File: config.mk
export PLATFORM = sky130hd
export DESIGN_NAME = rle_expand_dequantize_top
export DESIGN_NICKNAME = d
export VERILOG_FILES = /design/src/hw/rtl/rled_pkg.sv /design/src/hw/rtl/rle_expand_dequantize_top.sv /design/src/hw/rtl/rled_front.sv /design/src/hw/rtl/rled_div_stage.sv /design/src/hw/rtl/rled_scale.sv /design/src/hw/rtl/rled_expand.sv
export VERILOG_INCLUDE_DIRS = /design/src /design/src/hw/rtl
export SDC_FILE = /design/constraint.sdc
export NUM_CORES = 1
export LEC_CHECK = 0
export BUFFER_PORTS_ARGS = -buffer_cell sky130_fd_sc_hd__buf_4
export CAP_MARGIN = 20
export CORE_ASPECT_RATIO = 2
export CORE_MARGIN = 2
export CORE_UTILIZATION = 50
export DETAILED_ROUTE_END_ITERATION = 10
export GPL_ROUTABILITY_DRIVEN = 0
export HOLD_SLACK_MARGIN = 0.03
export PLACE_DENSITY = 0.65
export SYNTH_ARGS = -nofsm -noshare
export SYNTH_HDL_FRONTEND = slang
export SYNTH_SLANG_ARGS = --single-unit
export TNS_END_PERCENT = 100
File: constraint.sdc
create_clock -name clk -period 8.1 [get_ports clk]
set_clock_uncertainty 0.2 [all_clocks]
set_input_delay 0.405 -clock clk [delete_from_list [all_inputs] [get_ports clk]]
set_output_delay 0.405 -clock clk [all_outputs]
set_load 0.005 [all_outputs]
File: src/hw/rtl/rle_expand_dequantize_top_defines.svh
// ----------------------------------------------------------------------------
// rle_expand_dequantize_top_defines.svh
// Assertion macros used by the run-length decoder's expander (rled_expand).
// ----------------------------------------------------------------------------
`ifndef RLE_EXPAND_DEQUANTIZE_TOP_DEFINES_SVH
`define RLE_EXPAND_DEQUANTIZE_TOP_DEFINES_SVH

// Same-cycle implication, checked out of reset.
`define RLED_ASSERT_NOW(lbl, ante, cons, msg) \
    lbl: assert property (@(posedge clk) disable iff (!rst_n) (ante) |-> (cons)) \
        else $error(msg);

// Next-cycle implication, checked out of reset.
`define RLED_ASSERT_NEXT(lbl, ante, cons, msg) \
    lbl: assert property (@(posedge clk) disable iff (!rst_n) (ante) |=> (cons)) \
        else $error(msg);

`endif

File: src/hw/rtl/rled_pkg.sv
// ----------------------------------------------------------------------------
// rled_pkg
// Widths, register map and stage payload types of the run-length decoder.
// ----------------------------------------------------------------------------
package rled_pkg;

    localparam int MAX_RUN     = 64;
    localparam int VAL_W       = 8;
    localparam int CNT_W       = 7;
    localparam int SUM_W       = VAL_W + 1;
    localparam int DIV_STEPS   = 3;   // quotient bits resolved per divider stage
    localparam int PADDR_W     = 3;
    localparam int PDATA_W     = 32;

    // register index (paddr[2]) of the configuration registers
    localparam logic [0:0] REG_QUANT_STEP = 1'b0;

    localparam logic [VAL_W-1:0] QUANT_STEP_RESET = 8'd1;
    localparam logic [CNT_W-1:0] MAX_RUN_CNT      = 7'(MAX_RUN);

    // item moving through the divider stages
    typedef struct packed {
        logic [SUM_W-1:0] dvd;    // dividend bits not yet consumed, MSB first
        logic [VAL_W-1:0] rem;    // partial remainder
        logic [SUM_W-1:0] quo;    // quotient bits so far
        logic [VAL_W-1:0] step;   // effective step, never zero
        logic [CNT_W-1:0] cnt;    // saturated repeat count
        logic             fin;
    } div_item_t;

    // item handed to the expander
    typedef struct packed {
        logic [VAL_W-1:0] pix;
        logic [CNT_W-1:0] cnt;
        logic             fin;
    } run_item_t;

endpackage

File: src/hw/rtl/rle_expand_dequantize_top.sv
// ----------------------------------------------------------------------------
// rle_expand_dequantize_top
// Run-length decoder with dequantization: rounds each run value to a
// multiple of quant_step and repeats it min(run_count, 64) times.
// ----------------------------------------------------------------------------
//  channel   handshake               payload
//  input     in_valid / in_stall     run_value, run_count, final_run
//  output    out_valid / out_stall   pixel_byte, run_end, frame_end
//  config    APB write/read          quant_step at byte address 0
//
//  An item passes the input register, three divider stages, the multiply
//  stage and the expander's output register before its first byte shows.
//  Each item then shows min(run_count, 64) bytes, one byte per cycle from
//  the expander while out_stall is low; a zero-count item is dropped there
//  and shows no byte.
//  Reset empties the pipeline and sets quant_step to 1.
//  out_stall holds the shown byte and backs up through every stage.
// ----------------------------------------------------------------------------
module rle_expand_dequantize_top
(
    input  logic                           clk,
    input  logic                           rst_n,
    input  logic                           psel,
    input  logic                           penable,
    input  logic                           pwrite,
    input  logic [rled_pkg::PADDR_W-1:0]   paddr,
    input  logic [rled_pkg::PDATA_W-1:0]   pwdata,
    output logic [rled_pkg::PDATA_W-1:0]   prdata,
    output logic                           pready,
    input  logic                           in_valid,
    output logic                           in_stall,
    input  logic [rled_pkg::VAL_W-1:0]     run_value,
    input  logic [rled_pkg::CNT_W-1:0]     run_count,
    input  logic                           final_run,
    output logic                           out_valid,
    input  logic                           out_stall,
    output logic [rled_pkg::VAL_W-1:0]     pixel_byte,
    output logic                           run_end,
    output logic                           frame_end
);

    logic [rled_pkg::VAL_W-1:0] quant_step_reg;
    logic [rled_pkg::VAL_W-1:0] quant_step_next;
    logic [0:0]                 reg_index;

    logic                  in_ready;
    logic                  f_valid, d1_valid, d2_valid, d3_valid, s_valid;
    logic                  f_ready, d1_ready, d2_ready, d3_ready, s_ready;
    rled_pkg::div_item_t   f_item, d1_item, d2_item, d3_item;
    rled_pkg::run_item_t   s_item;

    // register file
    assign reg_index = paddr[rled_pkg::PADDR_W-1:rled_pkg::PADDR_W-1];
    assign pready    = 1'b1;

    always_comb
    begin
        quant_step_next = quant_step_reg;
        if (psel && penable && pwrite && reg_index == rled_pkg::REG_QUANT_STEP)
        begin
            quant_step_next = pwdata[rled_pkg::VAL_W-1:0];
        end
    end

    always_comb
    begin
        prdata = '0;
        if (reg_index == rled_pkg::REG_QUANT_STEP)
        begin
            prdata = {{(rled_pkg::PDATA_W-rled_pkg::VAL_W){1'b0}}, quant_step_reg};
        end
    end

    always_ff @(posedge clk or negedge rst_n)
    begin
        if (!rst_n)
        begin
            quant_step_reg <= rled_pkg::QUANT_STEP_RESET;
        end
        else
        begin
            quant_step_reg <= quant_step_next;
        end
    end

    assign in_stall = !in_ready;

    rled_front u_front
    (
        .clk        (clk),
        .rst_n      (rst_n),
        .up_valid   (in_valid),
        .up_ready   (in_ready),
        .run_value  (run_value),
        .run_count  (run_count),
        .final_run  (final_run),
        .quant_step (quant_step_reg),
        .dn_valid   (f_valid),
        .dn_ready   (f_ready),
        .dn_item    (f_item)
    );

    rled_div_stage u_div1
    (
        .clk      (clk),
        .rst_n    (rst_n),
        .up_valid (f_valid),
        .up_ready (f_ready),
        .up_item  (f_item),
        .dn_valid (d1_valid),
        .dn_ready (d1_ready),
        .dn_item  (d1_item)
    );

    rled_div_stage u_div2
    (
        .clk      (clk),
        .rst_n    (rst_n),
        .up_valid (d1_valid),
        .up_ready (d1_ready),
        .up_item  (d1_item),
        .dn_valid (d2_valid),
        .dn_ready (d2_ready),
        .dn_item  (d2_item)
    );

    rled_div_stage u_div3
    (
        .clk      (clk),
        .rst_n    (rst_n),
        .up_valid (d2_valid),
        .up_ready (d2_ready),
        .up_item  (d2_item),
        .dn_valid (d3_valid),
        .dn_ready (d3_ready),
        .dn_item  (d3_item)
    );

    rled_scale u_scale
    (
        .clk      (clk),
        .rst_n    (rst_n),
        .up_valid (d3_valid),
        .up_ready (d3_ready),
        .up_item  (d3_item),
        .dn_valid (s_valid),
        .dn_ready (s_ready),
        .dn_item  (s_item)
    );

    rled_expand u_expand
    (
        .clk        (clk),
        .rst_n      (rst_n),
        .up_valid   (s_valid),
        .up_ready   (s_ready),
        .up_item    (s_item),
        .out_valid  (out_valid),
        .out_stall  (out_stall),
        .pixel_byte (pixel_byte),
        .run_end    (run_end),
        .frame_end  (frame_end)
    );

endmodule

File: src/hw/rtl/rled_front.sv
// ----------------------------------------------------------------------------
// rled_front
// Input register: rounding offset, step clamp and count saturation.
// ----------------------------------------------------------------------------
module rled_front
(
    input  logic                           clk,
    input  logic                           rst_n,
    input  logic                           up_valid,
    output logic                           up_ready,
    input  logic [rled_pkg::VAL_W-1:0]     run_value,
    input  logic [rled_pkg::CNT_W-1:0]     run_count,
    input  logic                           final_run,
    input  logic [rled_pkg::VAL_W-1:0]     quant_step,
    output logic                           dn_valid,
    input  logic                           dn_ready,
    output rled_pkg::div_item_t            dn_item
);

    logic                  valid_reg;
    logic                  valid_next;
    rled_pkg::div_item_t   item_reg;
    rled_pkg::div_item_t   item_next;
    logic [rled_pkg::VAL_W-1:0] step_eff;

    assign up_ready = !valid_reg || dn_ready;

    always_comb
    begin
        step_eff = (quant_step == '0) ? rled_pkg::VAL_W'(1) : quant_step;
        valid_next = valid_reg;
        item_next  = item_reg;
        if (up_ready)
        begin
            valid_next     = up_valid;
            item_next.dvd  = {1'b0, run_value} + {2'b00, step_eff[rled_pkg::VAL_W-1:1]};
            item_next.rem  = '0;
            item_next.quo  = '0;
            item_next.step = step_eff;
            item_next.cnt  = (run_count > rled_pkg::MAX_RUN_CNT) ? rled_pkg::MAX_RUN_CNT
                                                                 : run_count;
            item_next.fin  = final_run;
        end
    end

    always_ff @(posedge clk or negedge rst_n)
    begin
        if (!rst_n)
        begin
            valid_reg <= 1'b0;
        end
        else
        begin
            valid_reg <= valid_next;
        end
    end

    always_ff @(posedge clk)
    begin
        item_reg <= item_next;
    end

    assign dn_valid = valid_reg;
    assign dn_item  = item_reg;

endmodule

File: src/hw/rtl/rled_div_stage.sv
// ----------------------------------------------------------------------------
// rled_div_stage
// One stage of the restoring divider: resolves DIV_STEPS quotient bits.
// ----------------------------------------------------------------------------
module rled_div_stage
(
    input  logic                 clk,
    input  logic                 rst_n,
    input  logic                 up_valid,
    output logic                 up_ready,
    input  rled_pkg::div_item_t  up_item,
    output logic                 dn_valid,
    input  logic                 dn_ready,
    output rled_pkg::div_item_t  dn_item
);

    logic                  valid_reg;
    logic                  valid_next;
    rled_pkg::div_item_t   item_reg;
    rled_pkg::div_item_t   item_next;

    assign up_ready = !valid_reg || dn_ready;

    always_comb
    begin
        logic [rled_pkg::VAL_W:0] trial;
        rled_pkg::div_item_t      work;
        trial = '0;
        work  = up_item;
        for (int i = 0; i < rled_pkg::DIV_STEPS; i++)
        begin
            // shift in the next dividend bit, subtract if it fits
            trial = {work.rem, work.dvd[rled_pkg::SUM_W-1]};
            work.dvd = {work.dvd[rled_pkg::SUM_W-2:0], 1'b0};
            if (trial >= {1'b0, work.step})
            begin
                trial    = trial - {1'b0, work.step};
                work.quo = {work.quo[rled_pkg::SUM_W-2:0], 1'b1};
            end
            else
            begin
                work.quo = {work.quo[rled_pkg::SUM_W-2:0], 1'b0};
            end
            work.rem = trial[rled_pkg::VAL_W-1:0];
        end
        valid_next = valid_reg;
        item_next  = item_reg;
        if (up_ready)
        begin
            valid_next = up_valid;
            item_next  = work;
        end
    end

    always_ff @(posedge clk or negedge rst_n)
    begin
        if (!rst_n)
        begin
            valid_reg <= 1'b0;
        end
        else
        begin
            valid_reg <= valid_next;
        end
    end

    always_ff @(posedge clk)
    begin
        item_reg <= item_next;
    end

    assign dn_valid = valid_reg;
    assign dn_item  = item_reg;

endmodule

File: src/hw/rtl/rled_scale.sv
// ----------------------------------------------------------------------------
// rled_scale
// Multiplies the quotient back by the step; keeps the low byte.
// ----------------------------------------------------------------------------
module rled_scale
(
    input  logic                 clk,
    input  logic                 rst_n,
    input  logic                 up_valid,
    output logic                 up_ready,
    input  rled_pkg::div_item_t  up_item,
    output logic                 dn_valid,
    input  logic                 dn_ready,
    output rled_pkg::run_item_t  dn_item
);

    logic                  valid_reg;
    logic                  valid_next;
    rled_pkg::run_item_t   item_reg;
    rled_pkg::run_item_t   item_next;
    logic [2*rled_pkg::VAL_W-1:0] prod;

    assign up_ready = !valid_reg || dn_ready;

    // only the low byte survives, so the quotient's top bit drops out
    assign prod = {{rled_pkg::VAL_W{1'b0}}, up_item.quo[rled_pkg::VAL_W-1:0]}
                * {{rled_pkg::VAL_W{1'b0}}, up_item.step};

    always_comb
    begin
        valid_next = valid_reg;
        item_next  = item_reg;
        if (up_ready)
        begin
            valid_next    = up_valid;
            item_next.pix = prod[rled_pkg::VAL_W-1:0];
            item_next.cnt = up_item.cnt;
            item_next.fin = up_item.fin;
        end
    end

    always_ff @(posedge clk or negedge rst_n)
    begin
        if (!rst_n)
        begin
            valid_reg <= 1'b0;
        end
        else
        begin
            valid_reg <= valid_next;
        end
    end

    always_ff @(posedge clk)
    begin
        item_reg <= item_next;
    end

    assign dn_valid = valid_reg;
    assign dn_item  = item_reg;

endmodule

File: src/hw/rtl/rled_expand.sv
// ----------------------------------------------------------------------------
// rled_expand
// Output register and run counter: emits each run byte count times.
// ----------------------------------------------------------------------------
`include "rle_expand_dequantize_top_defines.svh"

module rled_expand
(
    input  logic                         clk,
    input  logic                         rst_n,
    input  logic                         up_valid,
    output logic                         up_ready,
    input  rled_pkg::run_item_t          up_item,
    output logic                         out_valid,
    input  logic                         out_stall,
    output logic [rled_pkg::VAL_W-1:0]   pixel_byte,
    output logic                         run_end,
    output logic                         frame_end
);

    logic                        valid_reg;
    logic                        valid_next;
    logic [rled_pkg::CNT_W-1:0]  left_reg;      // bytes still to show after this one
    logic [rled_pkg::CNT_W-1:0]  left_next;
    logic [rled_pkg::VAL_W-1:0]  pix_reg;
    logic [rled_pkg::VAL_W-1:0]  pix_next;
    logic                        fin_reg;
    logic                        fin_next;
    logic                        run_end_reg;
    logic                        run_end_next;
    logic                        frame_end_reg;
    logic                        frame_end_next;
    logic                        take;

    assign take     = valid_reg && !out_stall;
    assign up_ready = !valid_reg || (!out_stall && left_reg == '0);

    always_comb
    begin
        valid_next     = valid_reg;
        left_next      = left_reg;
        pix_next       = pix_reg;
        fin_next       = fin_reg;
        run_end_next   = run_end_reg;
        frame_end_next = frame_end_reg;
        if (take)
        begin
            if (left_reg != '0)
            begin
                // advance within the run
                left_next      = left_reg - rled_pkg::CNT_W'(1);
                run_end_next   = (left_reg == rled_pkg::CNT_W'(1));
                frame_end_next = (left_reg == rled_pkg::CNT_W'(1)) && fin_reg;
            end
            else
            begin
                valid_next = 1'b0;
            end
        end
        // load a new run; an empty run is dropped here
        if (up_valid && up_ready && up_item.cnt != '0)
        begin
            valid_next     = 1'b1;
            left_next      = up_item.cnt - rled_pkg::CNT_W'(1);
            pix_next       = up_item.pix;
            fin_next       = up_item.fin;
            run_end_next   = (up_item.cnt == rled_pkg::CNT_W'(1));
            frame_end_next = (up_item.cnt == rled_pkg::CNT_W'(1)) && up_item.fin;
        end
    end

    always_ff @(posedge clk or negedge rst_n)
    begin
        if (!rst_n)
        begin
            valid_reg <= 1'b0;
            left_reg  <= '0;
        end
        else
        begin
            valid_reg <= valid_next;
            left_reg  <= left_next;
        end
    end

    always_ff @(posedge clk)
    begin
        pix_reg       <= pix_next;
        fin_reg       <= fin_next;
        run_end_reg   <= run_end_next;
        frame_end_reg <= frame_end_next;
    end

    assign out_valid  = valid_reg;
    assign pixel_byte = pix_reg;
    assign run_end    = run_end_reg;
    assign frame_end  = frame_end_reg;

    `RLED_ASSERT_NOW(a_left_needs_valid, left_reg != '0, valid_reg, "bytes left, no item")
    `RLED_ASSERT_NOW(a_no_end_mid_run, valid_reg && left_reg != '0, !run_end_reg, "early run_end")
    `RLED_ASSERT_NOW(a_frame_implies_run, valid_reg && frame_end_reg, run_end_reg, "lone frame_end")
    `RLED_ASSERT_NOW(a_left_bound, 1'b1, left_reg < rled_pkg::MAX_RUN_CNT, "run counter too big")
    `RLED_ASSERT_NEXT(a_run_continues, take && left_reg != '0, valid_reg && $stable(pix_reg), "byte moved")

endmodule

After elaboration in Yosys (flattened, before gate mapping)
Index checks and enable logic that the tools add are counted.
{"block": "word_totals", "out_inout_bits": 45, "inputBits": 58, "reg_bits": 161, "wordCells": 123}
{"block": "op_classes", "add_sub_neg": 11, "n_reduce_logical": 31, "muxes": 30, "magnitude_cmp": 10, "bitwise": 1, "n_eq_ne": 3, "multipliers": 1}
{"cell": "two-way mux 8 bit", "count": 10}
{"cell": "greater-or-equal comparator 9 x 8 -> 1 bit", "count": 8}
{"cell": "subtractor 8 bit", "count": 7}
{"cell": "two-way mux 7 bit", "count": 3}
{"cell": "two-way mux 1 bit", "count": 17}
{"cell": "== test 7 x 1 -> 1 bit, second input constant", "count": 2}
{"cell": "nonzero test 7 bit", "count": 2}
{"cell": "subtractor 7 x 1 -> 7 bit, second input constant", "count": 2}
{"cell": "adder 8 x 7 -> 9 bit", "count": 1}
{"cell": "logical AND 1 bit", "count": 9}
{"cell": "greater-or-equal comparator 1 x 8 -> 1 bit", "count": 1}
{"cell": "logical NOT 1 bit", "count": 8}
{"cell": "logical NOT 8 bit", "count": 1}
{"cell": "multiplier 8 x 8 -> 8 bit", "count": 1}
{"cell": "subtractor 1 x 8 -> 8 bit", "count": 1}
{"cell": "greater-than comparator 7 bit, second input constant", "count": 1}
{"cell": "logical NOT 7 bit", "count": 1}
{"cell": "logical OR 1 bit", "count": 6}
{"cell": "AND reduction 2 bit", "count": 2}
{"cell": "nonzero test 2 bit", "count": 2}
{"cell": "inequality test 2 bit, second input constant", "count": 1}
{"cell": "inverter 1 bit", "count": 1}

Logic depth before layout (Yosys ltp)
{"block": "logic_depth", "word_depth": 9, "depth_mapped": 26, "depth_no_buf": 25}

Modules after synthesis
Synthesis repeated with hierarchy kept, for this count alone.
{"block": "hier_totals", "hier_cells": 1047, "hier_area_um2": 12208.0}
{"module": "rled_div_stage at u_div3", "instances": 1, "cells_per_inst": 234, "area_per_inst_um2": 2665.1, "seq_area_each_um2": 1196.1}
{"module": "rled_div_stage at u_div1", "instances": 1, "cells_per_inst": 220, "area_per_inst_um2": 2611.3, "seq_area_each_um2": 1196.1}
{"module": "rled_div_stage at u_div2", "instances": 1, "cells_per_inst": 223, "area_per_inst_um2": 2587.5, "seq_area_each_um2": 1196.1}
{"module": "rled_scale", "instances": 1, "cells_per_inst": 121, "area_per_inst_um2": 1397.6, "seq_area_each_um2": 505.5}
{"module": "rled_front", "instances": 1, "cells_per_inst": 105, "area_per_inst_um2": 1322.5, "seq_area_each_um2": 775.7}
{"module": "rled_expand", "instances": 1, "cells_per_inst": 91, "area_per_inst_um2": 1039.7, "seq_area_each_um2": 530.5}
{"module": "rle_expand_dequantize_top", "instances": 1, "cells_per_inst": 53, "area_per_inst_um2": 584.3, "seq_area_each_um2": 201.4}

Worst setup path before layout
No wires, ideal clock.
{"block": "synth_timing", "path_kind": "register to register", "from": "register u_div1.item_reg (netlist bit u_div1.dn_item[14])", "to": "register u_div2.item_reg (netlist bit u_div2.dn_item[26]), data pin", "stages_incl_launch_ff": 24, "setup_ns": 0.260, "path_slack_ns": 2.209, "period_less_slack_ns": 5.891, "path_buffers": 1, "t_arrival_ns": 5.432, "required_ns": 7.640, "cell_sequence": "edfxtp_1 inv_1 ha_1 a21oi_1 nand4_1 o21ai_1 clkbuf_1 nor2_1 a21oi_1 inv_1 ha_1 nor2b_1 o2111ai_1 nand3_1 nand3_1 nand3_1 mux2i_1 ha_1 nor2b_1 o31a_1 o31a_1 o221a_2 a311oi_4 mux2_2"}
{"block": "synth_between", "elab_chain_cells": 6, "word_cells_on_any_way": 9, "classes_between": "add/sub (3); order compare (3); mux (3)"}
{"element": "start: declaration", "line": "rled_div_stage.sv:19", "text": "rled_pkg::div_item_t item_reg;"}
{"element": "start signal: assignment", "line": "rled_div_stage.sv:69", "text": "item_reg <= item_next;"}
{"element": "subtractor 8 bit or greater-or-equal comparator 9 x 8 -> 1 bit (tied branches)", "line": "rled_div_stage.sv:37, rled_div_stage.sv:35"}
{"element": "two-way mux 8 bit", "line": "rled_div_stage.sv:35", "text": "if (trial >= {1'b0, work.step})"}
{"element": "greater-or-equal comparator 9 x 8 -> 1 bit or subtractor 8 bit (tied branches)", "line": "rled_div_stage.sv:35, rled_div_stage.sv:37"}
{"element": "two-way mux 8 bit", "line": "rled_div_stage.sv:35"}
{"element": "subtractor 8 bit or greater-or-equal comparator 9 x 8 -> 1 bit (tied branches)", "line": "rled_div_stage.sv:37, rled_div_stage.sv:35"}
{"element": "two-way mux 8 bit *", "line": "rled_div_stage.sv:35"}
{"element": "end signal: assignment", "line": "rled_div_stage.sv:69"}
{"element": "end: declaration", "line": "rled_div_stage.sv:19"}
Mark *: on every way between the ends. The rest lies on a longest branch, timed or not.
A chain may end at the register's enable or synchronous reset.

Worst setup path after layout
Same ends and word-level chain as after synthesis.

==> reports/metrics.json <==
{
  "p_leak_nw": 4.85,
  "synth_seq_cells": 161,
  "total_number_of_nets_in_the_final_design": 1151,
  "placement.io_buffers": 51,
  "place.detailed.hpwl_um": 16700,
  "asyncSetResetFlopFracSynth_pct": 13.0,
  "rsz0062_at_grt": "false",
  "run_status": "finished clean",
  "area.growth.synth_to_final_pct": 13.4,
  "finalHoldViolations": 0,
  "timing.critical_path.fanout_max": 9,
  "hold_ws_ns": 0.0604,
  "global_route.peak_usage_layer": "met2",
  "final_min_period_over_clock_period_pct": 86.9,
  "worst_pin_slew_ns": 0.774,
  "setup.worst_path.start": "u_div1.dn_item[14]",
  "placedCellCount": 1210,
  "synth.yosys.warnings": 0,
  "finalSetupViolations": 0,
  "totalPowerFinal_mw": 2.67,
  "global_route.overflow_total": 0,
  "peakVddDrop_uv": 146,
  "worstHoldStart": "run_count[4]",
  "cts_setup_buffers": 0,
  "arrival_ns": 7.02,
  "critPathMaxStageDelay_ns": 0.60,
  "maxSlewViolCount": 0,
  "post_drt_via_cell_ratio": 5.39,
  "chipWidth_um": 105,
  "finalNonFillerCells": 1254,
  "seq_power_share_pct": 39.9,
  "cts_tree": "yes",
  "yosys-top-cells-area": "edfxtp_1, ha_1, dfrtp_1, inv_1, fa_1",
  "antenna_cells_inserted": 0,
  "seq_area_sq_mm": 0.00473,
  "wire_length_of_the_first_global_routing_pass_um": 34100,
  "sw_frac_of_total_pct": 32.4,
  "grt.met1_usage_pct": 16.6,
  "grt_usage_pct": 20.6,
  "cts.htree.levels": 4,
  "dieArea_sq_mm": 0.0216,
  "worst_setup_path_end_kind": "register",
  "final_period_minus_worst_setup_slack_ns": 7.03,
  "worstPathRequired_ns": 8.09,
  "first_global_vias": 7142,
  "wl_per_cell_um": 16.6,
  "synth_area_per_cell_sq_um": 11.2,
  "synth.lib_cells_used.distinct": 67,
  "ctsRootBufferMaster": "clkbuf_16",
  "relSlewSlack_pct": 48.2,
  "synth_largest_area_cell": "edfxtp_1",
  "synth.top_cell.area_share_pct": 41.3,
  "area_post_placement_sq_mm": 0.0108,
  "power.density_mw_per_mm2": 232,
  "drt_first_pass_iters": 6,
  "grt_use_met2_pct": 43.4,
  "worst-setup-path-type": "reg2reg",
  "drt_wl_total_um": 20800,
  "synth.yosys.seq_area_share_pct": 46.5,
  "grt_util_met3_pct": 3.45,
  "achievable-frequency_mhz": 142,
  "number_of_gates_resized_after_cts": 0,
  "min_path_type": "in2reg",
  "fin_setup_tns_ns": 0,
  "cp_cell_sequence": "inv_1, ha_1, a21oi_1, nand4_1, o21ai_1, nor2_1, a21oi_1, inv_1, ha_1, nor2b_1, o2111ai_1, nand3_1, nand3_1, nand3_1, mux2i_1, ha_1, nor2b_1, o31a_1, o31a_1, o221a_2, a311oi_4, mux2_2",
  "clock-sinks": 161,
  "p_comb_share_pct": 29.5,
  "layout.filler_cells": 1746,
  "post-route-cell-area_sq_mm": 0.0115,
  "p_clk_share_pct": 30.7,
  "routed-via-count": 6753,
  "power_report.internal_total_mw": 1.80,
  "dominantRegCellSynth": "edfxtp_1",
  "critPathLaunchType": "register",
  "timing.rr.start": "u_div1.dn_item[14]",
  "synth_area_sq_mm": 0.0102,
  "drcViolationCount": 0,
  "placeableCoreArea_sq_mm": 0.0199,
  "die_y_um": 206,
  "max-clock-path-buffers": 2,
  "net_switching_power_figure_uw": 864,
  "syn_inst": 905,
  "multi_input_comb_area_sq_mm": 0.00488,
  "drtAntennaViolNets": 0,
  "synth-edff-count": 140,
  "floorplan.initialDensity_pct": 51.1,
  "grt_start_max_net_pins": 34,
  "drt_iter0_markers": 219,
  "drive_gt1_share_pct": 14.0,
  "clk_transition_reported_paths_ns": 0.07,
  "std_cell_rows": 73,
  "worstSkewPairLatency_ns": 0.44,
  "total_cts_buffers": 17,
  "worst_path_max_delay_cell": "a311oi_4",
  "antenna_found_initial": 0,
  "cts_hold_repair.buffers": 12,
  "design.portCount": 103,
  "max_cap_violations": 0
}
cell usage after synthesis, drive strengths merged, types with 5 or more instances:
cell type / instances
edfxtp: 140
inv: 109
ha: 94
nor2: 55
nand2: 43
xnor2: 41
o21ai: 39
a21oi: 34
mux2: 34
and2: 26
nor2b: 26
buf: 25
dfrtp: 20
fa: 20
nand3: 20
a21o: 18
xor2: 16
clkbuf: 13
nor3: 13
nand2b: 11
mux2i: 10
nand4: 9
a211oi: 6
a21boi: 6
o211ai: 6
o21a: 6
nor3b: 5
layer usage:
layer | share of wire (%) | wire (um)
met3 | 2.2 | 464
met2 | 61 | 12600
met5 | 0 | 0
met4 | 5.7 | 1180
met1 | 31 | 6530
worst paths after layout:
check                                      to  slack (ns)  cells past startpoint
min in group asynchronous   quant_step_reg[5]        0.20                      2
max in group asynchronous   quant_step_reg[0]        7.23                      2
setup / recovery           u_div2.dn_item[26]        1.07                     22
hold reg to reg             u_div2.dn_item[2]        0.22                      0
hold / removal             u_front.dn_item[5]        0.06                      2
setup reg to reg           u_div2.dn_item[26]        1.07                     22
cells in the final DEF (no fill, tap or decap), types with 5 or more instances in the layout:
cell and n:
edfxtp_1 140, inv_1 108, ha_1 94, buf_4 58, nor2_1 54, nand2_1 43, xnor2_1 41, o21ai_0 38
a21oi_1 34, mux2_2 33, nor2b_1 26, and2_1 26, conb_1 25, nand3_1 20, fa_1 20, dfrtp_1 20
a21o_1 18, clkbuf_16 17, xor2_1 16, nor3_1 12, dlygate4sd3_1 12, nand2b_1 11, mux2i_1 10, nand4_1 9
a21boi_0 6, o21a_1 6, o211ai_1 6, clkinv_8 6, nor3b_1 5
area by class of cell:
cell class | count | share of cell area (%)
Multi-Input combinational cell | 620 | 42.3
Sequential cell | 161 | 41.0
Timing Repair Buffer | 70 | 4.82
Clock buffer | 17 | 3.69
Inverter | 109 | 3.55
Tap cell | 262 | 2.84
Clock inverter | 15 | 1.73
metrics by stage:
stage | setup slack (ns) | util [%]
detailed placement | 1.07 | 54.1
global placement | 1.18 | 54.1
global route | 0.587 | 57.9
CTS | 0.990 | 57.9
floorplan | 2.21 | -
finish | 1.07 | 57.9
logic make-up (layout without fill, tap and decap cells):
family	Yosys count	count (layout)	synth area share, %
buf+inv	147	211	6.35
mux	44	44	4.79
fa+ha+maj	114	114	15.5
compound gates	150	150	10.0
simple gates	230	230	11.8
xor+xnor	57	57	4.91
flops	161	161	46.5
other cells	2	25	0.0739
critical path: cells and delay by family, from the launching register on:
family | cells | cell delay (ns)
AOI/OAI and AO/OA | 8 | 2.82
adders and majority gates | 3 | 0.96
buffers and inverters | 2 | 0.28
DFF | 1 | 0.40
muxes | 2 | 0.85
and+or+nand+nor | 7 | 1.29
power groups by stage:
stage                     Sequential (mW)  Combinational [mW]  Clock [mW]
after detailed placement             1.08               0.782           0
after global routing                 1.07               0.882       0.869
after global placement               1.08               0.768           0
after floorplan                      1.06               0.606           0
final                                1.06               0.786       0.818
after CTS                            1.07               0.792       0.836
Note: power is estimated with default switching activity, not from simulation.
